`src/hdl/sdfa_pkg.sv`:
```
// ----------------------------------------------------------------------------
// sdfa_pkg: shared types and constants
// Widths, queue depths and the item types passed between the front end,
// the term queue and the accumulating back end.
// ----------------------------------------------------------------------------
`timescale 1ns / 1ps
`default_nettype none

package sdfa_pkg;

  // Field widths
  localparam int SAMPLE_W = 16;
  localparam int DIFF_W   = 18;   // x - 2*x2 + x0 spans +-131070
  localparam int PROD_W   = DIFF_W + SAMPLE_W;
  localparam int SQ_W     = 2 * SAMPLE_W;
  localparam int ACC_W    = 64;

  // Warm-up: samples needed before a term is formed
  localparam int CNT_W = 3;
  localparam logic [CNT_W-1:0] WARMUP = CNT_W'(4);

  // Term queue between front and back
  localparam int TQ_DEPTH = 4;
  localparam int TQ_PTR_W = 2;
  localparam int TQ_CNT_W = 3;

  // Result queue at the output
  localparam int RQ_DEPTH = 2;
  localparam int RQ_PTR_W = 1;
  localparam int RQ_CNT_W = 2;

  // One classified item handed from front to back
  typedef struct packed {
    logic signed [DIFF_W-1:0]   diff;
    logic signed [SAMPLE_W-1:0] centre;
    logic                       term;   // window full: add to the sums
    logic                       last;   // end of run: emit and clear
  } term_t;

  // One result item
  typedef struct packed {
    logic [ACC_W-1:0] numerator;
    logic [ACC_W-1:0] denominator;
  } result_t;

endpackage

`default_nettype wire

```
`src/hdl/sdfa_front.sv`:
```
// ----------------------------------------------------------------------------
// sdfa_front: sample window and item classification
// Keeps the four previous samples and the warm-up count, forms the second
// difference and centre sample of each accepted item, and marks whether
// the item contributes a term and whether it closes the run.
// ----------------------------------------------------------------------------
`timescale 1ns / 1ps
`default_nettype none

module sdfa_front (
  input  wire logic                                clk_i,
  input  wire logic                                rst_ni,
  input  wire logic                                accept_i,
  input  wire logic signed [sdfa_pkg::SAMPLE_W-1:0] sample_i,
  input  wire logic                                end_of_run_i,
  output      sdfa_pkg::term_t                     term_o
);

  // [0] oldest .. [3] newest
  logic signed [sdfa_pkg::SAMPLE_W-1:0] win_q [4];
  logic signed [sdfa_pkg::SAMPLE_W-1:0] win_d [4];
  logic [sdfa_pkg::CNT_W-1:0]           cnt_q, cnt_d;

  logic [sdfa_pkg::DIFF_W-1:0] x_ext, x0_ext, x2_ext;

  // Second difference around the centre sample
  assign x_ext  = {{(sdfa_pkg::DIFF_W-sdfa_pkg::SAMPLE_W){sample_i[sdfa_pkg::SAMPLE_W-1]}},
                   sample_i};
  assign x0_ext = {{(sdfa_pkg::DIFF_W-sdfa_pkg::SAMPLE_W){win_q[0][sdfa_pkg::SAMPLE_W-1]}},
                   win_q[0]};
  assign x2_ext = {{(sdfa_pkg::DIFF_W-sdfa_pkg::SAMPLE_W){win_q[2][sdfa_pkg::SAMPLE_W-1]}},
                   win_q[2]};

  always_comb begin
    term_o.diff   = x_ext - {x2_ext[sdfa_pkg::DIFF_W-2:0], 1'b0} + x0_ext;
    term_o.centre = win_q[2];
    term_o.term   = (cnt_q == sdfa_pkg::WARMUP);
    term_o.last   = end_of_run_i;
  end

  // Window shift and warm-up count; a run end returns both to reset
  always_comb begin
    win_d = win_q;
    cnt_d = cnt_q;
    if (accept_i) begin
      if (end_of_run_i) begin
        for (int i = 0; i < 4; i++) begin
          win_d[i] = '0;
        end
        cnt_d = '0;
      end else begin
        win_d[0] = win_q[1];
        win_d[1] = win_q[2];
        win_d[2] = win_q[3];
        win_d[3] = sample_i;
        if (cnt_q != sdfa_pkg::WARMUP) begin
          cnt_d = cnt_q + 1'b1;
        end
      end
    end
  end

  always_ff @(posedge clk_i or negedge rst_ni) begin
    if (!rst_ni) begin
      for (int i = 0; i < 4; i++) begin
        win_q[i] <= '0;
      end
      cnt_q <= '0;
    end else begin
      win_q <= win_d;
      cnt_q <= cnt_d;
    end
  end

endmodule

`default_nettype wire

```
`src/hdl/sdfa_term_queue.sv`:
```
// ----------------------------------------------------------------------------
// sdfa_term_queue: short queue between front and back
// Holds classified items so the front keeps accepting while the back
// waits on the result side.
// ----------------------------------------------------------------------------
`timescale 1ns / 1ps
`default_nettype none

module sdfa_term_queue (
  input  wire logic            clk_i,
  input  wire logic            rst_ni,
  input  wire logic            wr_i,
  input  wire sdfa_pkg::term_t wr_data_i,
  output      logic            full_o,
  input  wire logic            rd_i,
  output      logic            empty_o,
  output      sdfa_pkg::term_t rd_data_o
);

  sdfa_pkg::term_t                mem_q [sdfa_pkg::TQ_DEPTH];
  logic [sdfa_pkg::TQ_PTR_W-1:0]  wptr_q, rptr_q;
  logic [sdfa_pkg::TQ_CNT_W-1:0]  cnt_q;
  logic                           do_wr, do_rd;

  assign full_o    = (cnt_q == sdfa_pkg::TQ_CNT_W'(sdfa_pkg::TQ_DEPTH));
  assign empty_o   = (cnt_q == '0);
  assign do_wr     = wr_i & ~full_o;
  assign do_rd     = rd_i & ~empty_o;
  assign rd_data_o = mem_q[rptr_q];

  // Storage
  always_ff @(posedge clk_i) begin
    if (do_wr) begin
      mem_q[wptr_q] <= wr_data_i;
    end
  end

  // Pointers and fill count
  always_ff @(posedge clk_i or negedge rst_ni) begin
    if (!rst_ni) begin
      wptr_q <= '0;
      rptr_q <= '0;
      cnt_q  <= '0;
    end else begin
      if (do_wr) begin
        wptr_q <= wptr_q + 1'b1;
      end
      if (do_rd) begin
        rptr_q <= rptr_q + 1'b1;
      end
      if (do_wr && !do_rd) begin
        cnt_q <= cnt_q + 1'b1;
      end else if (do_rd && !do_wr) begin
        cnt_q <= cnt_q - 1'b1;
      end
    end
  end

endmodule

`default_nettype wire

```
`src/hdl/sdfa_back.sv`:
```
// ----------------------------------------------------------------------------
// sdfa_back: multiply, accumulate and result queue
// Stage 1 registers d*c and c*c; stage 2 folds them into the sums and,
// on a run end, writes one result and clears the sums.
// ----------------------------------------------------------------------------
`timescale 1ns / 1ps
`default_nettype none

module sdfa_back (
  input  wire logic            clk_i,
  input  wire logic            rst_ni,
  input  wire logic            tq_empty_i,
  input  wire sdfa_pkg::term_t tq_data_i,
  output      logic            tq_rd_o,
  input  wire logic            pop_i,
  output      logic            empty_o,
  output      sdfa_pkg::result_t result_o
);

  // Multiply stage
  logic                               s1_valid_q;
  logic                               s1_term_q, s1_last_q;
  logic signed [sdfa_pkg::PROD_W-1:0] s1_prod_q, prod;
  logic signed [sdfa_pkg::SQ_W-1:0]   s1_sq_q, sq;
  logic                               s1_adv, s1_load;

  // Sums; the numerator is kept negated
  logic [sdfa_pkg::ACC_W-1:0] nsum_q, nsum_d, dsum_q, dsum_d;
  logic [sdfa_pkg::ACC_W-1:0] nterm, dterm;

  // Result queue
  sdfa_pkg::result_t             rq_q [sdfa_pkg::RQ_DEPTH];
  logic [sdfa_pkg::RQ_PTR_W-1:0] rq_wptr_q, rq_rptr_q;
  logic [sdfa_pkg::RQ_CNT_W-1:0] rq_cnt_q;
  logic                          rq_full, rq_wr, rq_rd;

  assign rq_full = (rq_cnt_q == sdfa_pkg::RQ_CNT_W'(sdfa_pkg::RQ_DEPTH));
  assign empty_o = (rq_cnt_q == '0);
  assign rq_rd   = pop_i & ~empty_o;

  // Stage 1 moves on unless it holds a run end with no result slot
  assign s1_adv  = s1_valid_q & (~s1_last_q | ~rq_full);
  assign s1_load = ~s1_valid_q | s1_adv;
  assign tq_rd_o = s1_load & ~tq_empty_i;
  assign rq_wr   = s1_adv & s1_last_q;

  assign prod = tq_data_i.diff * tq_data_i.centre;
  assign sq   = tq_data_i.centre * tq_data_i.centre;

  always_ff @(posedge clk_i or negedge rst_ni) begin
    if (!rst_ni) begin
      s1_valid_q <= 1'b0;
    end else if (s1_load) begin
      s1_valid_q <= ~tq_empty_i;
    end
  end

  always_ff @(posedge clk_i) begin
    if (tq_rd_o) begin
      s1_prod_q <= prod;
      s1_sq_q   <= sq;
      s1_term_q <= tq_data_i.term;
      s1_last_q <= tq_data_i.last;
    end
  end

  // Accumulate
  always_comb begin
    nterm  = s1_term_q ? {{(sdfa_pkg::ACC_W-sdfa_pkg::PROD_W){s1_prod_q[sdfa_pkg::PROD_W-1]}},
                          s1_prod_q} : '0;
    dterm  = s1_term_q ? {{(sdfa_pkg::ACC_W-sdfa_pkg::SQ_W){1'b0}}, s1_sq_q} : '0;
    nsum_d = nsum_q - nterm;
    dsum_d = dsum_q + dterm;
  end

  always_ff @(posedge clk_i or negedge rst_ni) begin
    if (!rst_ni) begin
      nsum_q <= '0;
      dsum_q <= '0;
    end else if (s1_adv) begin
      if (s1_last_q) begin
        nsum_q <= '0;
        dsum_q <= '0;
      end else begin
        nsum_q <= nsum_d;
        dsum_q <= dsum_d;
      end
    end
  end

  // Result queue storage
  always_ff @(posedge clk_i) begin
    if (rq_wr) begin
      rq_q[rq_wptr_q].numerator   <= nsum_d;
      rq_q[rq_wptr_q].denominator <= dsum_d;
    end
  end

  always_ff @(posedge clk_i or negedge rst_ni) begin
    if (!rst_ni) begin
      rq_wptr_q <= '0;
      rq_rptr_q <= '0;
      rq_cnt_q  <= '0;
    end else begin
      if (rq_wr) begin
        rq_wptr_q <= rq_wptr_q + 1'b1;
      end
      if (rq_rd) begin
        rq_rptr_q <= rq_rptr_q + 1'b1;
      end
      if (rq_wr && !rq_rd) begin
        rq_cnt_q <= rq_cnt_q + 1'b1;
      end else if (rq_rd && !rq_wr) begin
        rq_cnt_q <= rq_cnt_q - 1'b1;
      end
    end
  end

  assign result_o = rq_q[rq_rptr_q];

endmodule

`default_nettype wire

```
`src/hdl/second_difference_frequency_accumulator_unit.sv`:
```
// ----------------------------------------------------------------------------
// second_difference_frequency_accumulator_unit: frequency estimator sums
// Accumulates sum(d*c) and sum(c*c) over a run of samples, with
// d = x[n] - 2x[n-2] + x[n-4] and c = x[n-2], and reports them per run.
// ----------------------------------------------------------------------------
// Usage:
//   Input side is a queue write port: drive sample_i / end_of_run_i and
//   raise push; the item is taken on a clock edge where full is low.
//   Output side is a queue read port: while empty is low, numerator_o
//   (negated d*c sum) and denominator_o (c*c sum) show the oldest result;
//   raise pop to take it. One result is produced per item with
//   end_of_run_i set; other items produce none.
//   Throughput is one item per cycle while full is low. A run end passes
//   the term queue, multiply register and result queue before empty falls.
//   The first four samples of a run only fill the window; a run shorter
//   than five samples reports zeros. State returns to zero after each run.
//   If pop is held low, up to two results wait in the result queue; the
//   multiply stage then holds the next run end and the four-entry term
//   queue fills behind it before full is raised. Ordinary samples keep
//   flowing past a stalled receiver until a run end reaches that stage.
//   Reset (rst_ni low) empties both queues and clears window and sums.
// ----------------------------------------------------------------------------
`timescale 1ns / 1ps
`default_nettype none

module second_difference_frequency_accumulator_unit (
  input  wire logic                                clk_i,
  input  wire logic                                rst_ni,
  input  wire logic                                push,
  output      logic                                full,
  input  wire logic signed [sdfa_pkg::SAMPLE_W-1:0] sample_i,
  input  wire logic                                end_of_run_i,
  output      logic                                empty,
  input  wire logic                                pop,
  output      logic signed [sdfa_pkg::ACC_W-1:0]    numerator_o,
  output      logic signed [sdfa_pkg::ACC_W-1:0]    denominator_o
);

  logic              accept;
  logic              tq_empty, tq_rd;
  sdfa_pkg::term_t   fe_term, tq_data;
  sdfa_pkg::result_t result;

  assign accept = push & ~full;

  // Front end: window and classification
  sdfa_front u_front (
    .clk_i        (clk_i),
    .rst_ni       (rst_ni),
    .accept_i     (accept),
    .sample_i     (sample_i),
    .end_of_run_i (end_of_run_i),
    .term_o       (fe_term)
  );

  // Decoupling queue
  sdfa_term_queue u_term_queue (
    .clk_i     (clk_i),
    .rst_ni    (rst_ni),
    .wr_i      (accept),
    .wr_data_i (fe_term),
    .full_o    (full),
    .rd_i      (tq_rd),
    .empty_o   (tq_empty),
    .rd_data_o (tq_data)
  );

  // Back end: multiply, accumulate, result queue
  sdfa_back u_back (
    .clk_i      (clk_i),
    .rst_ni     (rst_ni),
    .tq_empty_i (tq_empty),
    .tq_data_i  (tq_data),
    .tq_rd_o    (tq_rd),
    .pop_i      (pop),
    .empty_o    (empty),
    .result_o   (result)
  );

  assign numerator_o   = result.numerator;
  assign denominator_o = result.denominator;

endmodule

`default_nettype wire

```
`config.mk`:
```
export PLATFORM = sky130hd
export DESIGN_NAME = second_difference_frequency_accumulator_unit
export DESIGN_NICKNAME = d
export VERILOG_FILES = /design/src/hdl/sdfa_pkg.sv /design/src/hdl/sdfa_front.sv /design/src/hdl/sdfa_term_queue.sv /design/src/hdl/sdfa_back.sv /design/src/hdl/second_difference_frequency_accumulator_unit.sv
export SDC_FILE = /design/constraint.sdc
export NUM_CORES = 2
export LEC_CHECK = 0
export BUFFER_PORTS_ARGS = -buffer_cell sky130_fd_sc_hd__buf_2
export CAP_MARGIN = 10
export CORE_MARGIN = 4
export CORE_UTILIZATION = 58
export CTS_BUF_LIST = sky130_fd_sc_hd__clkbuf_16
export CTS_CLUSTER_DIAMETER = 150
export DETAILED_ROUTE_END_ITERATION = 7
export PLACE_DENSITY = 0.78
export SYNTH_ARGS = -nofsm -noshare
export SYNTH_HDL_FRONTEND = slang
export SYNTH_SLANG_ARGS = --single-unit
```
`constraint.sdc`:
```
create_clock -name clk_i -period 9.75 [get_ports clk_i]
set_input_delay 0.4875 -clock clk_i [delete_from_list [all_inputs] [get_ports clk_i]]
set_output_delay 0.4875 -clock clk_i [all_outputs]
set_load 0.02 [all_outputs]
```
Yosys cells after proc, flatten, opt, wreduce, memory -nomap -nowiden
Memory sizes are Yosys's and may differ from the RTL's.
Index checks and enable logic that the tools add are counted.
{"block": "word_totals", "reg_bits": 275, "elab_cells": 83, "n_memories": 2, "ram_bits": 400, "input_bits": 21}
{"memory": "u_back.rq_q", "depth": 2, "word_bits": 128, "read_ports": 1, "rd_ports_with_merged_regs": 0, "wr": 1, "line": "sdfa_back.sv:32", "rtl": "sdfa_pkg::result_t rq_q [sdfa_pkg::RQ_DEPTH];"}
{"memory": "u_term_queue.mem_q", "depth": 4, "word_bits": 36, "read_ports": 1, "rd_ports_with_merged_regs": 0, "wr": 1, "line": "sdfa_term_queue.sv:20", "rtl": "sdfa_pkg::term_t mem_q [sdfa_pkg::TQ_DEPTH];"}
{"block": "op_classes", "n_mul": 2, "reduce_logical": 14, "n_bitwise": 15, "n_eq_ne": 4, "addsub": 13, "muxes": 15}
{"operator": "64-bit two-way mux", "n": 4}
{"operator": "64-bit adder", "n": 1}
{"operator": "64-bit subtractor", "n": 1}
{"operator": "18-bit by 16-bit multiplier with 34-bit output", "n": 1}
{"operator": "16-bit by 16-bit multiplier with 32-bit output", "n": 1}
{"operator": "32-bit two-way mux", "n": 1}
{"operator": "18-bit adder", "n": 1}
{"operator": "16-bit by 17-bit subtractor with 18-bit output", "n": 1}
{"operator": "3-bit two-way mux", "n": 4}
{"operator": "1-bit bitwise AND", "n": 7}
{"operator": "2-bit by 1-bit adder with 2-bit output (second input constant)", "n": 3}
{"operator": "3-bit by 1-bit adder with 3-bit output (second input constant)", "n": 2}
{"operator": "3-bit equality test (second input constant)", "n": 2}
{"operator": "1-bit NOT", "n": 6}
{"operator": "2-bit nonzero test", "n": 3}
{"operator": "1-bit logical AND", "n": 4}
{"operator": "1-bit logical NOT", "n": 4}
{"operator": "1-bit two-way mux", "n": 4}
{"operator": "2-bit two-way mux", "n": 2}
{"operator": "3-bit logical NOT", "n": 1}
{"operator": "3-bit inequality test (second input constant)", "n": 1}
{"operator": "3-bit by 1-bit subtractor with 3-bit output (second input constant)", "n": 1}
{"operator": "1-bit adder (second input constant)", "n": 2}
{"operator": "2-bit equality test (second input constant)", "n": 1}
{"operator": "4 further kinds", "n": 5}

Depth between registers and ports, before layout
{"block": "logic_depth", "ltp_word": 10, "depth_mapped": 31, "ltp_nobuf": 28}

Modules after synthesis
Synthesis repeated with hierarchy kept, for this count alone.
{"block": "hier_totals", "hier_cells": 4803, "hier_area_um2": 52848.2}
{"module": "sdfa_back", "instances": 1, "area_per_inst_um2": 42828.6, "cells_per_inst": 4091}
{"module": "sdfa_term_queue", "instances": 1, "area_per_inst_um2": 5635.4, "cells_per_inst": 224}
{"module": "sdfa_front", "instances": 1, "area_per_inst_um2": 4370.4, "cells_per_inst": 487}
{"module": "second_difference_frequency_accumulator_unit", "instances": 1, "area_per_inst_um2": 13.8, "cells_per_inst": 1}

Least setup slack after synthesis
Ideal clock, no wire load.
{"block": "synth_timing", "path_type": "flip-flop to flip-flop", "from": "reg u_back.s1_last_q", "to": "mem u_back.rq_q[0][0] in the netlist's numbering, enable pin", "path_stages_with_launch": 7, "path_slack_ns": -0.771, "path_buffers": 2, "period_less_slack_ns": 10.521, "setup_time_ns": 0.773, "arrival_ns": 9.748, "cell_sequence": "edfxtp_1 > nand2_1 > or2_2 > nand2_1 > clkbuf_1 > clkbuf_1 > nor3_1"}
{"block": "synth_via", "elab_chain_len": 6}
{"element": "start, declared", "line": "sdfa_back.sv:22", "rtl": "logic s1_term_q, s1_last_q;"}
{"element": "start signal, assigned", "line": "sdfa_back.sv:63", "rtl": "s1_last_q <= tq_data_i.last;"}
{"element": "1-bit NOT", "line": "sdfa_back.sv:42", "rtl": "assign s1_adv = s1_valid_q & (~s1_last_q | ~rq_full);"}
{"element": "1-bit bitwise OR", "line": "sdfa_back.sv:42"}
{"element": "1-bit bitwise AND", "line": "sdfa_back.sv:42"}
{"element": "1-bit bitwise AND (*)", "line": "sdfa_back.sv:45", "rtl": "assign rq_wr = s1_adv & s1_last_q;"}
{"element": "1-bit two-way mux (*)", "line": "sdfa_back.sv:93", "rtl": "if (rq_wr) begin"}
{"element": "1-bit two-way mux (not written as such) (*)", "line": "sdfa_back.sv:95", "rtl": "rq_q[rq_wptr_q].denominator <= dsum_d;"}
{"element": "end, declared", "line": "sdfa_back.sv:32"}
Mark *: on every way between the ends. The rest lies on a longest branch, timed or not.

Final worst setup path
{"block": "layout_timing", "from": "reg u_term_queue.rptr_q[0] in the netlist's numbering", "to": "reg u_back.s1_prod_q[33] in the netlist's numbering, data pin"}
{"block": "layout_via", "elab_chain_len": 2}
{"element": "start, declared", "line": "sdfa_term_queue.sv:21", "rtl": "logic [sdfa_pkg::TQ_PTR_W-1:0] wptr_q, rptr_q;"}
{"element": "start signal, assigned", "line": "sdfa_term_queue.sv:49", "rtl": "rptr_q <= rptr_q + 1'b1;"}
{"element": "memory read 4 x 36 bit"}
{"element": "18-bit by 16-bit multiplier with 34-bit output", "line": "sdfa_back.sv:47", "rtl": "assign prod = tq_data_i.diff * tq_data_i.centre;"}
{"element": "via u_back.prod (one bit)", "line": "sdfa_back.sv:23", "rtl": "logic signed [sdfa_pkg::PROD_W-1:0] s1_prod_q, prod;"}
{"element": "end signal, assigned", "line": "sdfa_back.sv:60", "rtl": "s1_prod_q <= prod;"}
{"element": "end, declared", "line": "sdfa_back.sv:23"}
The timed path passes the listed nets, and every way through them passes these cells.
A chain may end at the register's enable or synchronous reset.

==> metrics.md <==
| Metric | Value |
|---|---|
| Max-slew violations | 0 |
| Placed cell count | 5929 |
| Share of synthesized registers carrying an async set or reset | 0.307 |
| Final hold slack | 0.147 ns |
| Crit path largest cell delay | 0.85 ns |
| Final hold vios | 0 |
| Most frequent cells in the layout | inv_1 (782), fa_1 (541), nand2_1 (476), edfxtp_1 (467), ha_1 (296) |
| CTS tree | built |
| Period utilization | 0.895 |
| Total GRT Usage | 0.248 |
| Share of cells above drive strength 1 | 0.105 |
| CP most frequent cell | fa_1 |
| Final cell count without fillers | 6069 |
| Max Fanout on Critical Path | 39 |
| Chip width | 306 um |
| DIE AREA | 93900 um^2 |
| DR pass1 iterations | 5 |
| Via Count | 34.8k |
| Max Freq | 115 MHz |
| DR vias/cell | 5.73 |
| Num rows | 109 |
| Clk buf depth | 3 |
| Routed Antenna Nets | 0 |
| Period minus WS final | 8.72 ns |
| Synth Flop Type | edfxtp_1 |
| Mean Syn Cell Area | 10.9 um^2 |
| Num CTS Buffers | 74 |
| Skew-Pair Late Insertion Delay | 0.65 ns |
| Final WS setup | 1.03 ns |
| Clock sinks | 674 |
| RSZ-0062 raised after global routing | no |
| Detailed Route Iter0 Violations | 2626 |
| Worst-path clk slew | 0.06 ns |
| Worst Setup End Kind | flop |
| Hold Path Stages | 3 |
| Die Y-Extent | 306 um |
| Root Driver | clkbuf_16 |
| N_diodes | 0 |
| Status | completed |
| Residual DRC | 0 |
| # Max-Cap Violations | 0 |
| Max_slew headroom | 0.228 |
| Critical Path RT | 10.13 ns |
| DP HPWL | 83000 um |
| Post-Syn Nets | 5607 |
| Post-CTS Setup Repair Bufs | 0 |
| Synthesized area | 51600 um^2 |
| Commonest non-fill, non-tap cell in the layout | inv_1 |
| First-pass GRT wire length | 188000 um |
| Synth warnings | 0 |
| Area growth syn-to-layout | 8.66% |
| Type of origin of the critical path | flop |
| Slowest CP cell | o21a_1 |
| Min-delay worst type | in2reg |
| Mapped Cells | 4749 |
| Sequential share of the synthesized area | 0.372 |
| Initial antenna violation count | 1 |
| Avg WL per Cell | 18.7 um |
| Flop and latch count out of synthesis | 674 |
| Clock H-tree levels | 3 |
| Post-CTS Resized | 0 |
| Crit path DAT | 9.11 ns |
| Reg2reg path depth | 25 |
| Tightest Pin Transition | 1.15 ns |
| Placement Setup Slack | 1.12 ns |
| Core Area | 88400 um^2 |
| Setup-failing EPs final | 0 |
| Buffers on Ports | 150 |
| Initial Utilization | 0.584 |
| GPL Wtd Cong | 0.925 |
| Unique cell type count in the Yosys netlist | 86 |
| Nets | 5700 |
| CTS Hold Bufs | 1 |
| Clk_skew | 0.0274 ns |
| Routed WL | 114000 um |
| Post-synth EDFFs | 467 |
| Largest net degree at the start of global routing | 90 |
| Io pins | 151 |
| Vias in the first global route | 36.5k |
| Fin Setup TNS | 0 ns |
| GRT overflow | 0 |
| Setup CP Type | reg2reg |
## Yosys cell counts, types with 6 or more instances
cell type  instances  area (um^2)
a41oi_1           11         96.3
a31o_2             6         52.6
mux2i_1           30          300
nor3_1            43          215
o21bai_1          33          248
buf_2              9         45.0
o31ai_1           40          300
o2111ai_1          6         52.6
nand3b_1          52          390
a21oi_1          170          851
o21ai_0          146          731
and2_1            83          519
nand2_1          477         1790
mux2_2           157         1770
inv_1            763         2860
fa_1             541        10800
nor2_1           287         1080
nor2b_1           20          125
a21boi_0           7         52.6
and3_1            33          206
mux4_2             8          180
a21o_1            75          563
o21a_1            31          233
buf_1             19         71.3
xnor2_1          173         1520
a211oi_1          12         90.1
edfxtp_1         467        14000
nand2b_1          25          156
or3_1             10         62.6
o211ai_1           8         60.1
ha_1             296         3700
xor2_1            53          464
o21ai_1           23          115
a22o_1            88          771
clkbuf_1         151          567
a31oi_1           30          188
nand4_1           31          194
nand3_1           48          240
dfrtp_1          207         5180
## layer usage
layer / vias to the layer above / track usage / share of wire
li1: 16000 / - / -
met1: 17500 / 0.318 / 0.40
met2: 1085 / 0.429 / 0.50
met3: 252 / 0.0403 / 0.061
met4: 0 / 0.0870 / 0.034
met5: - / 0 / 0
## cell type report
class,count,area [um^2]
Fill cell,6844,32300
Multi-Input combinational cell,3126,28900
Sequential cell,674,19200
Inverter,765,2870
Clock buffer,78,1950
Tap cell,1165,1460
Timing Repair Buffer,201,1180
Clock inverter,60,531
## critical path, delay by kind of cell, from the launching register on
family	cells	cell delay [ns]
AOI/OAI and AO/OA	9	3.02
xor gates and xnor gates	1	0.08
adders and majority gates	7	3.01
buffers and inverters	5	0.95
DFF	1	0.84
muxes	1	0.17
and+or+nand+nor	2	0.41
## per-stage QoR
stage,area [um^2],util
6_report,56100,0.635
5_1_grt,56100,0.635
4_1_cts,56100,0.635
3_5_place_dp,53600,0.606
3_3_place_gp,53600,0.606
2_1_floorplan,51600,-
## path summary, 6_finish.rpt
kind                                   startpoint                    to  slack (ns)
max                        u_term_queue.rptr_q[0]  u_back.s1_prod_q[33]        1.03
min                                   sample_i[0]      u_front.win_q[0]        0.15
max reg2reg                u_term_queue.rptr_q[0]  u_back.s1_prod_q[33]        1.03
min reg2reg                     u_front.win_q[44]     u_front.win_q[44]        0.46
max in group asynchronous                  rst_ni      u_back.rq_rptr_q        6.98
min in group asynchronous                  rst_ni     u_back.dsum_q[17]        0.42
## state kept, by name, summed over array words and instances, names as in the netlist
register	flops
u_back.dsum_q	64
u_back.nsum_q	64
u_back.rq_cnt_q	2
u_back.rq_q	256
u_back.rq_rptr_q	1
u_back.rq_wptr_q	1
u_back.s1_last_q	1
u_back.s1_prod_q	34
u_back.s1_sq_q	31
u_back.s1_term_q	1
u_back.s1_valid_q	1
u_front.cnt_q	3
u_front.term_o	16
u_front.win_q	48
u_term_queue.cnt_q	3
u_term_queue.mem_q	144
u_term_queue.rptr_q	2
u_term_queue.wptr_q	2
## logic make-up (layout without fill, tap and decap cells)
family	Yosys count	after routing	synth area share
compound gates	740	740	0.0958
xor+xnor	226	226	0.0383
fa+ha+maj	837	837	0.281
buf+inv	949	1104	0.0695
flops	674	674	0.372
mux	195	195	0.0435
simple gates	1128	1128	0.0995
Power is not shown: default switching activity piles up to over one toggle a cycle in this logic, so the estimate is an artifact.
